**src/srfp_pkg.sv**
```systemverilog
// Package with the shared types and constants of the sensor reply frame parser.
package srfp_pkg;

    localparam int ByteWidth   = 8;
    localparam int PosWidth    = 4;
    localparam int ValueWidth  = 17;
    localparam int StatusWidth = 2;

    localparam logic [ByteWidth-1:0] SyncByte0  = 8'h55;
    localparam logic [ByteWidth-1:0] SyncByte1  = 8'hAA;
    localparam logic [ByteWidth-1:0] LengthByte = 8'h02;
    localparam logic [ByteWidth-1:0] CmdDist    = 8'h02;
    localparam logic [ByteWidth-1:0] CmdTemp    = 8'h03;

    // Byte positions inside the reply frame.
    localparam logic [PosWidth-1:0] PosSync0    = 4'd0;
    localparam logic [PosWidth-1:0] PosSync1    = 4'd1;
    localparam logic [PosWidth-1:0] PosAddr     = 4'd2;
    localparam logic [PosWidth-1:0] PosLength   = 4'd3;
    localparam logic [PosWidth-1:0] PosCmd      = 4'd4;
    localparam logic [PosWidth-1:0] PosHigh     = 4'd5;
    localparam logic [PosWidth-1:0] PosLow      = 4'd6;
    localparam logic [PosWidth-1:0] PosChecksum = 4'd7;
    localparam logic [PosWidth-1:0] PosIdle     = 4'd8;

    typedef enum logic [StatusWidth-1:0] {
        STATUS_OK       = 2'd0,
        STATUS_HEADER   = 2'd1,
        STATUS_CHECKSUM = 2'd2
    } frame_status_t;

    typedef struct packed {
        logic [ByteWidth-1:0] rx_byte;
        logic                 frame_start;
    } beat_t;

    typedef struct packed {
        logic                         reading_kind;
        logic signed [ValueWidth-1:0] reading_value;
        frame_status_t                frame_status;
    } result_t;

endpackage

```
**src/srfp_in_stage.sv**
```systemverilog
// Input register stage of the sensor reply frame parser.
module srfp_in_stage (
    input  logic           clk,
    input  logic           rst_n,
    input  logic           in_valid,
    output logic           in_ready,
    input  srfp_pkg::beat_t in_beat,
    output logic           beat_valid,
    input  logic           beat_take,
    output srfp_pkg::beat_t beat
);
    import srfp_pkg::*;

    logic  valid_reg, valid_next;
    beat_t beat_reg;

    assign in_ready   = !valid_reg || beat_take;
    assign beat_valid = valid_reg;
    assign beat       = beat_reg;

    always_comb
    begin
        valid_next = valid_reg;
        if (in_ready)
        begin
            valid_next = in_valid;
        end
    end

    always_ff @(posedge clk or negedge rst_n)
    begin
        if (!rst_n)
        begin
            valid_reg <= 1'b0;
        end
        else
        begin
            valid_reg <= valid_next;
        end
    end

    always_ff @(posedge clk)
    begin
        if (in_ready && in_valid)
        begin
            beat_reg <= in_beat;
        end
    end

endmodule

```
**src/srfp_parser.sv**
```systemverilog
// Frame state, header and checksum checks, and value decode of one beat.
module srfp_parser (
    input  logic                               clk,
    input  logic                               rst_n,
    input  logic                               cfg_we,
    input  logic [srfp_pkg::ByteWidth-1:0]     cfg_wdata,
    input  logic                               beat_take,
    input  srfp_pkg::beat_t                    beat,
    output logic                               res_valid,
    output srfp_pkg::result_t                  res
);
    import srfp_pkg::*;

    logic [ByteWidth-1:0] addr_reg;
    logic [PosWidth-1:0]  pos_reg, pos_next;
    logic [ByteWidth-1:0] sum_reg, sum_next;
    logic                 good_reg, good_next;
    logic                 temp_reg, temp_next;
    logic [ByteWidth-1:0] high_reg, high_next;
    logic [ByteWidth-1:0] low_reg, low_next;

    logic [PosWidth-1:0]  pos_cur;
    logic [ByteWidth-1:0] sum_cur;
    logic                 good_cur;
    logic                 temp_cur;
    logic [ByteWidth-1:0] b;
    logic [11:0]          magnitude;
    logic signed [ValueWidth-1:0] temp_value;
    logic signed [ValueWidth-1:0] dist_value;

    assign b = beat.rx_byte;

    // A start flag opens a new frame on the very beat that carries it.
    assign pos_cur  = beat.frame_start ? PosSync0 : pos_reg;
    assign sum_cur  = beat.frame_start ? '0 : sum_reg;
    assign good_cur = beat.frame_start ? 1'b1 : good_reg;
    assign temp_cur = beat.frame_start ? 1'b0 : temp_reg;

    assign magnitude  = {high_reg[3:0], low_reg};
    assign dist_value = $signed({1'b0, high_reg, low_reg});
    assign temp_value = (high_reg[7:4] != 4'd0)
                        ? -$signed({5'd0, magnitude})
                        : $signed({5'd0, magnitude});

    always_comb
    begin
        pos_next  = pos_cur;
        sum_next  = sum_cur;
        good_next = good_cur;
        temp_next = temp_cur;
        high_next = beat.frame_start ? '0 : high_reg;
        low_next  = beat.frame_start ? '0 : low_reg;
        res_valid = 1'b0;
        res.reading_kind  = 1'b0;
        res.reading_value = '0;
        res.frame_status  = STATUS_OK;

        if (pos_cur < PosIdle)
        begin
            case (pos_cur)
                PosSync0:  if (b != SyncByte0)  good_next = 1'b0;
                PosSync1:  if (b != SyncByte1)  good_next = 1'b0;
                PosAddr:   if (b != addr_reg)   good_next = 1'b0;
                PosLength: if (b != LengthByte) good_next = 1'b0;
                PosCmd:
                begin
                    if (b == CmdTemp)
                    begin
                        temp_next = 1'b1;
                    end
                    else if (b != CmdDist)
                    begin
                        good_next = 1'b0;
                    end
                end
                PosHigh:   high_next = b;
                PosLow:    low_next  = b;
                default:   ;
            endcase

            if (pos_cur != PosChecksum)
            begin
                sum_next = sum_cur + b;
                pos_next = pos_cur + 4'd1;
            end
            else
            begin
                pos_next  = PosIdle;
                res_valid = 1'b1;
                if (!good_cur)
                begin
                    res.frame_status = STATUS_HEADER;
                end
                else
                begin
                    res.reading_kind = temp_cur;
                    if (b != sum_cur)
                    begin
                        res.frame_status = STATUS_CHECKSUM;
                    end
                    else
                    begin
                        res.reading_value = temp_cur ? temp_value : dist_value;
                    end
                end
            end
        end
    end

    always_ff @(posedge clk or negedge rst_n)
    begin
        if (!rst_n)
        begin
            addr_reg <= '0;
            pos_reg  <= PosIdle;
            sum_reg  <= '0;
            good_reg <= 1'b1;
            temp_reg <= 1'b0;
            high_reg <= '0;
            low_reg  <= '0;
        end
        else
        begin
            if (cfg_we)
            begin
                addr_reg <= cfg_wdata;
            end
            if (beat_take)
            begin
                pos_reg  <= pos_next;
                sum_reg  <= sum_next;
                good_reg <= good_next;
                temp_reg <= temp_next;
                high_reg <= high_next;
                low_reg  <= low_next;
            end
        end
    end

    a_pos_range: assert property (@(posedge clk) disable iff (!rst_n)
        pos_reg <= PosIdle)
        else $error("frame position out of range");

    a_result_ends_frame: assert property (@(posedge clk) disable iff (!rst_n)
        (beat_take && res_valid) |=> (pos_reg == PosIdle))
        else $error("frame not closed after result");

    a_header_result_clean: assert property (@(posedge clk) disable iff (!rst_n)
        (res_valid && res.frame_status == STATUS_HEADER)
        |-> (!res.reading_kind && res.reading_value == '0))
        else $error("header mismatch result carries data");

    a_result_only_at_checksum: assert property (@(posedge clk) disable iff (!rst_n)
        res_valid |-> (!beat.frame_start && pos_reg == PosChecksum))
        else $error("result outside checksum byte");

endmodule

```
**src/srfp_out_stage.sv**
```systemverilog
// Output result register of the sensor reply frame parser.
module srfp_out_stage (
    input  logic              clk,
    input  logic              rst_n,
    input  logic              res_valid,
    input  srfp_pkg::result_t res,
    output logic              out_ready,
    output logic              out_valid,
    input  logic              out_take,
    output srfp_pkg::result_t out_res
);
    import srfp_pkg::*;

    logic    valid_reg, valid_next;
    result_t res_reg;

    assign out_ready = !valid_reg || out_take;
    assign out_valid = valid_reg;
    assign out_res   = res_reg;

    always_comb
    begin
        valid_next = valid_reg;
        if (out_ready)
        begin
            valid_next = res_valid;
        end
    end

    always_ff @(posedge clk or negedge rst_n)
    begin
        if (!rst_n)
        begin
            valid_reg <= 1'b0;
        end
        else
        begin
            valid_reg <= valid_next;
        end
    end

    always_ff @(posedge clk)
    begin
        if (out_ready && res_valid)
        begin
            res_reg <= res;
        end
    end

endmodule

```
**src/sensor_reply_frame_parser_unit.sv**
```systemverilog
// Top level of the sensor reply frame parser: input register, parser, result register.
// m_tvalid rises when the result register takes the result of the checksum byte.
// Throughput: one received byte per cycle, set by the single-pass parser between the
// input and result registers; a result held while m_tready is low stalls the parser.
// Reset (rst_n, asynchronous, active low) empties both registers, clears the address
// to zero and leaves the parser idle until a beat with the start flag arrives.
module sensor_reply_frame_parser_unit (
    input  logic        clk,
    input  logic        rst_n,
    input  logic        cfg_we,
    input  logic [7:0]  cfg_wdata,
    input  logic        s_tvalid,
    output logic        s_tready,
    input  logic [7:0]  s_tdata,   // [7:0] rx_byte
    input  logic        s_tuser,   // [0] frame_start
    output logic        m_tvalid,
    input  logic        m_tready,
    output logic [23:0] m_tdata,   // [16:0] reading_value, [18:17] frame_status, rest zero
    output logic        m_tuser    // [0] reading_kind
);
    import srfp_pkg::*;

    beat_t   in_beat;
    beat_t   beat;
    logic    beat_valid;
    logic    beat_take;
    logic    res_valid;
    result_t res;
    logic    out_ready;
    result_t out_res;

    assign in_beat.rx_byte     = s_tdata;
    assign in_beat.frame_start = s_tuser;

    // The parser state moves only when the result register can take a result.
    assign beat_take = beat_valid && out_ready;

    srfp_in_stage u_in_stage (
        .clk        (clk),
        .rst_n      (rst_n),
        .in_valid   (s_tvalid),
        .in_ready   (s_tready),
        .in_beat    (in_beat),
        .beat_valid (beat_valid),
        .beat_take  (beat_take),
        .beat       (beat)
    );

    srfp_parser u_parser (
        .clk       (clk),
        .rst_n     (rst_n),
        .cfg_we    (cfg_we),
        .cfg_wdata (cfg_wdata),
        .beat_take (beat_take),
        .beat      (beat),
        .res_valid (res_valid),
        .res       (res)
    );

    srfp_out_stage u_out_stage (
        .clk       (clk),
        .rst_n     (rst_n),
        .res_valid (res_valid && beat_valid),
        .res       (res),
        .out_ready (out_ready),
        .out_valid (m_tvalid),
        .out_take  (m_tready),
        .out_res   (out_res)
    );

    assign m_tdata = {5'd0, out_res.frame_status, out_res.reading_value};
    assign m_tuser = out_res.reading_kind;

endmodule

```
**config.mk**
```make
export PLATFORM = sky130hd
export DESIGN_NAME = sensor_reply_frame_parser_unit
export DESIGN_NICKNAME = d
export VERILOG_FILES = /design/src/srfp_pkg.sv /design/src/srfp_in_stage.sv /design/src/srfp_parser.sv /design/src/srfp_out_stage.sv /design/src/sensor_reply_frame_parser_unit.sv
export SDC_FILE = /design/constraint.sdc
export NUM_CORES = 1
export LEC_CHECK = 0
export BUFFER_PORTS_ARGS = -buffer_cell sky130_fd_sc_hd__buf_2
export CORE_AREA = 2 2 82 84
export DETAILED_ROUTE_END_ITERATION = 10
export DIE_AREA = 0 0 84 86
export GPL_ROUTABILITY_DRIVEN = 0
export PLACE_DENSITY = 0.84
export SLEW_MARGIN = 30
export SYNTH_ARGS = -nofsm -noshare
export SYNTH_HDL_FRONTEND = slang
export SYNTH_HIERARCHICAL = 1
export SYNTH_SLANG_ARGS = --single-unit
```
**constraint.sdc**
```tcl
create_clock -name clk -period 4.3 [get_ports clk]
set_input_delay 0.86 -clock clk [delete_from_list [all_inputs] [get_ports clk]]
set_output_delay 0.86 -clock clk [all_outputs]
set_load 0.02 [all_outputs]
```
Word level (Yosys, flattened, before mapping)
Index checks and enable logic that the tools add are counted.
Storage, ports and cells
  flip-flop bits (word level): 69
  latch bits: 0
  memory bits (writable): 0
  ROM bits: 0
  bits of input ports: 22
  output and inout port bits: 27
  memories kept: 0
Cells by class
  $add $sub $neg: 3
  multiply operators: 0
  div/mod/pow operators: 0
  magnitude comparators: 1
  equality and inequality tests: 13
  shifts and indexed selects: 0
  mux-type cells: 30
  bitwise gates (word level): 4
  reduce and logical (&&, ||, !) cells: 14
Operator list (count)
  $mux 8: 9
  $mux 16: 2
  $neg 12->17: 1
  $ne 8x8->1: 2
  $mux 1: 14
  $eq 4x3->1 const B: 3
  $mux 4: 3
  $add 8x8->8: 1
  $eq 4x2->1 const B: 2
  $eq 8x2->1 const B: 1
  $ne 8x2->1 const B: 1
  $ne 8x7->1 const B: 1
  $ne 8x8->1 const B: 1
  $reduce_or 6->1: 1
  $pmux 1 s5: 1
  $add 4x1->4 const B: 1
  $eq 4x1->1 const B: 1
  $logic_and 1x1->1: 4
  $logic_not 4->1: 1
  $lt 4x4->1 const B: 1
  $ne 4x3->1 const B: 1
  $not 1->1: 4
  $reduce_bool 4->1: 1
  $reduce_or 4->1: 1
  other kinds (5): 7

Logic depth before layout (Yosys ltp)
Gate-level depths: netlist of run 1.
  depth in word-level cells: 6
  gate-level depth with buffers: 11
  depth with buffers taken out: 9

Modules after synthesis
The synthesis of run 1 kept the hierarchy.
By module, submodules not included
  srfp_parser: instances 1, cells each 271, area each 2551.2 um^2, sequential area each 953.4 um^2
  srfp_out_stage: instances 1, cells each 24, area each 654.4 um^2, sequential area each 625.6 um^2
  srfp_in_stage: instances 1, cells each 13, area each 324.1 um^2, sequential area each 295.3 um^2
  sensor_reply_frame_parser_unit: instances 1, cells each 8, area each 53.8 um^2, sequential area each 0.0 um^2

Least setup slack after synthesis of run 1
Ideal clock, no wire load.
  path type: input-to-output
  start: input port m_tready
  end: output port s_tready
  arrival: 1.353 ns
  data required time: 3.440 ns
  path slack: 2.087 ns
  stages on the path: 3
  cells stage by stage: nand2b_4 and2_1 nand2b_4
On the way
  cells in the longest elaborated chain, start to end: 3
RTL lines
  start, declared: RTL line sensor_reply_frame_parser_unit.sv:17  | input logic m_tready,
  $logic_or 1x1->1: RTL line srfp_out_stage.sv:17  | assign out_ready = !valid_reg || out_take;
  $logic_and 1x1->1: RTL line sensor_reply_frame_parser_unit.sv:36  | assign beat_take = beat_valid && out_ready;
  via beat_take: RTL line sensor_reply_frame_parser_unit.sv:26  | logic beat_take;
  $logic_or 1x1->1: RTL line srfp_in_stage.sv:17  | assign in_ready = !valid_reg || beat_take;
  end, declared: RTL line sensor_reply_frame_parser_unit.sv:13  | output logic s_tready,
The timed path passes the listed nets, and every way through them passes these cells.

Worst setup path in the final report of run 1
  start: register u_in_stage.beat_reg (netlist bit u_in_stage/beat[0])
  end: register u_out_stage.res_reg (netlist bit u_out_stage/out_res[15]) (data pin)
On the way
  cells in the longest elaborated chain, start to end: 4
  elaborated cells between the ends (all ways): 11
RTL lines
  start, declared: RTL line srfp_in_stage.sv:15  | beat_t beat_reg;
  start signal, assigned: RTL line srfp_in_stage.sv:46  | beat_reg <= in_beat;
  $mux 4: RTL line srfp_parser.sv:34  | assign pos_cur = beat.frame_start ? PosSync0 : pos_reg;
  $lt 4x4->1: RTL line srfp_parser.sv:58  | if (pos_cur < PosIdle)
  $not 1->1 (no source line)
  $reduce_or 4->1 (no source line)
  end signal, assigned: RTL line srfp_out_stage.sv:46  | res_reg <= res;
  end, declared: RTL line srfp_out_stage.sv:15  | result_t res_reg;
Several ways; a longest one is shown, not always the timed one.
A chain may end at the register's enable or synchronous reset.

==> results of run 1 <==
-- power by group through the flow --
stage / Clock (uW) / Combinational, uW / Sequential, uW
global route: 624 / 395 / 837
global placement: 0 / 336 / 836
CTS: 594 / 350 / 825
detailed placement: 0 / 346 / 838
finish: 584 / 350 / 826
floorplan: 0 / 284 / 820
-- worst max-delay path, cell delays in order, from the launching register on --
cell and delay, ps:
edfxtp_1 790, clkinv_1 420, nand2_1 210, inv_1 60, ha_1 280, nor4_1 250
and3_2 280, nand3_4 190, a21oi_1 190
-- cells by family after synthesis --
group,count (synthesis)
other cells,1
xor+xnor,23
simple gates,103
buf+inv,27
compound gates,70
flops,69
fa+ha+maj,13
mux,10
-- stage by stage --
stage,power [uW],util (%),setup slack [ps]
floorplan,1100,-,2090
global placement,1170,60.4,1570
detailed placement,1180,60.4,1480
CTS,1770,63.9,1470
global route,1860,64.0,1190
finish,1760,64.0,1480
-- cells in the final DEF (no fill, tap or decap), types with 3 or more instances in the layout --
cell      instances
nor2_1           21
o31a_1            3
o21a_1            3
dfrtp_1          38
mux2_2           10
nand2_1          32
nand2b_1          3
xor2_1           13
nand3_1           8
inv_1            10
buf_2            42
nor3_1            5
o31ai_1           3
a21oi_1          16
conb_1            5
edfxtp_1         29
o21ai_0          14
a22o_1           15
clkbuf_8         10
ha_1             12
nor2b_1           9
xnor2_1          10
-- metal layers --
layer  track usage, %  part of all wire [%]  vias up
li1                 -                     -     1213
met1             24.1                    43     1183
met2             32.9                    49       89
met3             5.87                   6.3       12
met4             8.06                   1.7        0
met5                0                     0        -
-- layout make-up --
cell class / count / area, sq um
tap: 77 / 96.3
inverter: 11 / 41.3
timing repair buffer: 43 / 218
multi-input combinational: 224 / 1560
sequential: 69 / 1870
fill: 490 / 2260
clock buffer: 10 / 138
clock inverter: 6 / 85.1
-- worst max-delay path by stage --
stage                                  start                      end  slack, ps
after floorplan                     m_tready                 s_tready       2090
after global placement              m_tready                 s_tready       1570
after detailed placement  u_in_stage/beat[0]      u_parser/sum_reg[0]       1480
after CTS                 u_in_stage/beat[0]  u_out_stage/out_res[15]       1470
after global routing      u_in_stage/beat[0]      u_parser/sum_reg[4]       1190
final                     u_in_stage/beat[0]  u_out_stage/out_res[15]       1480
==> qor.yml, run 1 <==
timing:
  fin_crit_sh_pct: 65.7
  final.min_clock_period_ps: 2820
  rsz0062_at_grt: "no"
  setup_viol: 0
  finalMaxSlewViolations: 0
  fin_tns_setup_ps: 0
  finalClockSkew_ps: 8.03
  report.final.hold_viol_count: 0
  whs_ps: 472
  fmax_ghz: 0.354
  relSlewSlack_pct: 40.2
  worst_pin_slew_ps: 891
synth:
  seq_area_frac_synth_pct: 52.3
  synth_compound_area_share_pct: 13.4
  syn-cell-area_sq_um: 3580
  synth_top_area_share_pct: 26.5
  synth_edf_count: 29
  dominantRegCellSynth: "dfrtp_1"
  synthTopCellsByArea: "dfrtp_1, edfxtp_1, ha_1"
  yosysMostFrequentCell: "dfrtp_1"
  synth-simple-area-share_pct: 16.1
  ys_seq_elements: 69
  synth_top_family_by_area: "simple AND/OR/NAND/NOR gates"
  synth_xor_area_share_pct: 5.62
  yosys_warnings: 6
  syn_inst: 316
  synthMuxAreaShare_pct: 3.14
  yosys-top-cells-count: "dfrtp_1, nand2_1, edfxtp_1"
  synth_fa_ha_area_share_pct: 4.75
  synth_cell_types: 57
  syn_avg_cell_area_sq_um: 11.3
  synth_top_cell_by_area: "dfrtp_1"
  synthArstFlopShare_pct: 58.0
clock_tree:
  clock_latency_ps: 330
  cts.sinks: 69
  cts.clk_slew.worst_paths_ps: 70
  postCtsSetupBuffers: 0
  cts-buffers-inserted: 9
  clockBufferDepth: 2
  post_cts_resized: 0
  root_buffer: "clkbuf_8"
  cts_tree: "built"
  hold_buffers: 0
  cts_max_level: 3
power:
  combPwrFrac_pct: 19.9
  seqPwrFrac_pct: 46.9
  switchingPower_uw: 497
  peakVddDrop_uv: 409
  pwr-share-clk_pct: 33.2
  p_leak_uw: 0.00162
  internal_power_uw: 1260
  switching_share_pct: 28.2
  power_density_nw_per_um2: 438
floorplan:
  die-area_sq_um: 7220
  io_pins: 49
  die_w_um: 84
  coreArea_sq_um: 6280
  std_cell_rows: 29
  initial_core_util_pct: 57.1
  dieHeight_um: 86
final_layout:
  area_delta_synth_final_pct: 12.0
  stdcell_count: 440
  drive_gt1_share_pct: 23.7
  largest_reg_flops: 20
  finalInstanceArea_sq_um: 4020
  nNetsFinal: 393
  antennaDiodeCount: 0
min_path:
  hold-path-endpoint: "u_parser/sum_reg[6]"
  whs_path_depth: 2
  min_from: "u_parser/sum_reg[6]"
  hold_path_class: "reg -> reg"
setup_path:
  r2r_start: "u_in_stage/beat[0]"
  crit_path_start_kind: "flop"
  cp.arrival_ps: 3000
  reg2reg_slack_ps: 1480
  worstSetupEndpointType: "flop"
  crit_required_ps: 4480
  rr_endpoint: "u_out_stage/out_res[15]"
  critical_path.max_fanout: 20
  critical_path_class: "reg -> reg"
  reg2reg_depth: 8
placement:
  dp_cells: 424
  place_hpwl_mm: 4.67
  place_area_sq_um: 3790
  port_buffers: 43
grt:
  antenna_found_initial: 0
  grt_overflow: 0
  grt_pass1_vias: 2422
  track_usage_pct: 19.7
  grt_max_degree: 41
  grt_pass1_wl_mm: 11.2
status:
  status: "finished, final reports clean"
detailed_routing:
  ant_nets: 0
  finalWirelength_mm: 6.58
  drt_iter0_drc: 124
  route.detailed.drc: 0
  drt-pass1-iter-count: 4
  vias: 2497
  post_drt_wl_per_cell_um: 14.9
  viasPerCell: 5.68
flow_run:
  drv_cap: 0
Power figures use the tool's default switching activity.
==> inputs of run 2 (changes only) <==
ABC_AREA = 1   (was unset)
CORE_AREA = 2 2 89 91   (was 2 2 82 84)
DIE_AREA = 0 0 91 93   (was 0 0 84 86)
PLACE_DENSITY = 0.79   (was 0.84)
clock period = 2.4 ns   (was 4.3 ns; I/O delays follow)
==> run 2 against run 1 <==
- critical path depth increased by 3
- non-clock buffer count increased by 17
- die area increased by 17%
- synthesized area increased by 6.4%
- combinational power increased by 93%
- core utilization decreased by 4.0 points
- worst hold slack got worse by 180 ps
- first-iteration DRC count increased by 69%
- register-to-register slack got worse by 1300 ps
- via count increased by 30%
- clock skew increased by 3.3 ps
- highest routed layer unchanged
==> qor.yml, run 2 <==
status:
  status: "finished, final reports clean"
power:
  peakVddDrop_uv: 510
  pwr-share-clk_pct: 35.3
  seqPwrFrac_pct: 43.9
  internal_power_uw: 2280
  combPwrFrac_pct: 20.8
  switchingPower_uw: 967
  switching_share_pct: 29.8
  total_power_uw: 3250
  power_density_nw_per_um2: 719
  p_leak_uw: 0.00218
setup_path:
  reg2reg_depth: 11
  max_stage_delay_ps: 450
  crit_required_ps: 2630
  r2r_start: "u_in_stage/beat[0]"
  cp.arrival_ps: 2460
  crit_path_start_kind: "flop"
  critical_path_class: "reg -> reg"
  critPathSlowestCell: "edfxtp_1"
  worstSetupEndpointType: "flop"
  reg2reg_slack_ps: 170
  critical_path.max_fanout: 11
  rr_endpoint: "u_out_stage/out_res[14]"
  cp_cell_sequence: "buf_4, nor2_1, ha_1, inv_1, nand3_1, nor2_1, nand2_1, nor2_2, buf_12, nand3_1, nand2_1"
grt:
  track_usage_pct: 21.4
  grt_pass1_wl_mm: 14.0
  antenna_found_initial: 0
  grt_overflow: 0
  grt_pass1_vias: 3087
  grt_max_degree: 21
floorplan:
  std_cell_rows: 32
  die-area_sq_um: 8460
  io_pins: 49
  die_w_um: 91
  coreArea_sq_um: 7530
  initial_core_util_pct: 50.7
  dieHeight_um: 93
timing:
  rsz0062_at_grt: "no"
  setup_viol: 0
  finalClockSkew_ps: 11.3
  report.final.hold_viol_count: 0
  fin_tns_setup_ps: 0
  fin_crit_sh_pct: 92.9
  fmax_ghz: 0.449
  finalMaxSlewViolations: 0
  final.min_clock_period_ps: 2230
  worst_pin_slew_ps: 541
  relSlewSlack_pct: 63.8
clock_tree:
  cts-buffers-inserted: 9
  cts_max_level: 3
  root_buffer: "clkbuf_8"
  cts.sinks: 69
  clockBufferDepth: 2
  postCtsSetupBuffers: 0
  post_cts_resized: 0
  cts_tree: "built"
  clock_latency_ps: 360
  cts.clk_slew.worst_paths_ps: 80
synth:
  synth_top_area_share_pct: 24.9
  synth_top_cell_by_area: "dfrtp_1"
  yosys-top-cells-count: "nand2_1, inv_1, nor2_1"
  synth_edf_count: 29
  syn_inst: 454
  synthTopCellsByArea: "dfrtp_1, edfxtp_1, nand2_1"
  seq_area_frac_synth_pct: 49.1
  yosys_warnings: 6
  ys_seq_elements: 69
  synthArstFlopShare_pct: 58.0
  yosysMostFrequentCell: "nand2_1"
  syn-cell-area_sq_um: 3810
  dominantRegCellSynth: "dfrtp_1"
  syn_avg_cell_area_sq_um: 8.40
  synth_cell_types: 38
final_layout:
  area_delta_synth_final_pct: 18.3
  finalInstanceArea_sq_um: 4510
  antennaDiodeCount: 0
  fillers: 664
  largest_reg_flops: 20
  drive_gt1_share_pct: 20.1
  nNetsFinal: 553
  final_common_cell: "nand2_1"
  layout_common_cells: "nand2_1, inv_1, nor2_1, buf_2, dfrtp_1"
detailed_routing:
  drt-pass1-iter-count: 5
  finalWirelength_mm: 8.54
  viasPerCell: 5.18
  drt_iter0_drc: 210
  vias: 3238
  route.detailed.drc: 0
  post_drt_wl_per_cell_um: 13.7
  ant_nets: 0
placement:
  place_area_sq_um: 4260
  place_hpwl_mm: 6.37
  port_buffers: 43
min_path:
  whs_path_depth: 1
  hold_path_class: "in -> reg"
  min_from: "s_tdata[5]"
  hold-path-endpoint: "u_in_stage/beat[6]"
flow_run:
  drv_cap: 0
run 2: changes by cell type in the layout (fill, tap and decap cells not counted), moves of 6 or more:
| cell | before | now |
|---|---|---|
| mux2_2 | 10 | 4 |
| buf_4 | 1 | 14 |
| nand3_1 | 8 | 28 |
| xnor2_1 | 10 | 2 |
| inv_1 | 10 | 65 |
| nor2_1 | 21 | 53 |
| xor2_1 | 13 | 3 |
| nor2b_1 | 9 | 0 |
| o22ai_1 | 0 | 17 |
| a22o_1 | 15 | 0 |
| nand2_1 | 32 | 107 |
| a21oi_2 | 0 | 7 |
run 2: final cells by class:
cell class | instances | area [sq um] | share of cell area [%]
repair buffers | 60 | 370 | 8.21
clock inverters | 6 | 111 | 2.47
flip-flops and latches | 69 | 1870 | 41.5
well taps | 102 | 128 | 2.83
multi-input cells | 310 | 1640 | 36.4
inverters | 68 | 258 | 5.71
clock buffers | 10 | 128 | 2.83
run 2: worst max-delay path by stage:
stage | from | to | slack (ps) | depth (start not counted)
3_5_place_dp | u_in_stage/beat[0] | u_out_stage/out_res[14] | 210 | 11
5_1_grt | u_in_stage/beat[0] | u_out_stage/out_res[11] | 30 | 8
2_1_floorplan | u_in_stage/beat[0] | u_out_stage/out_res[0] | 40 | 9
3_3_place_gp | u_in_stage/beat[0] | u_out_stage/out_res[16] | 270 | 11
6_report | u_in_stage/beat[0] | u_out_stage/out_res[14] | 170 | 11
4_1_cts | u_in_stage/beat[0] | u_out_stage/out_res[14] | 200 | 11
run 2: critical path: cells and delay by family, from the launching register on:
kind	cells	cell delay (ps)
AND/OR/NAND/NOR	7	870
adder cells (fa/ha/maj)	1	300
flip-flops	1	450
buffers and inverters	3	460
run 2: logic make-up after synthesis:
logic type                 synth area share, %
and+or+nand+nor                           24.1
buffers and inverters                     8.43
DFF                                       49.1
AOI/OAI and AO/OA                         11.0
adders and majority gates                 4.46
xor gates and xnor gates                  1.58
muxes                                     1.18
other                                   0.0983
run 2: repair_timing:
item	CTS	global route
hold buffers	1	0
endpoints found under the setup margin	0	0
endpoints found under the hold margin	4	0
run 2: power groups by stage:
stage	combinational (uW)	sequential, uW	clock, uW
6_report	677	1420	1140
5_1_grt	763	1430	1210
4_1_cts	665	1420	1160
3_5_place_dp	656	1450	0
3_3_place_gp	632	1440	0
2_1_floorplan	487	1420	0
run 2: layer usage:
metal  vias to the layer above  wire [um]  track usage, %
li1                       1612          -               -
met1                      1463       3610            25.2
met2                       131       4090            36.2
met3                        32        506            3.95
met4                         0        331            13.5
met5                         -          0               0
run 2: stage by stage:
stage               cells  hold WS (ps)  utilization, %  setup slack, ps
finish                625           292            60.0              171
global route          625           287            60.0             27.6
CTS                   625           284            60.0              199
detailed placement    608           306            56.6              212
global placement      608           307            56.6              271
floorplan             458           184               -             38.8
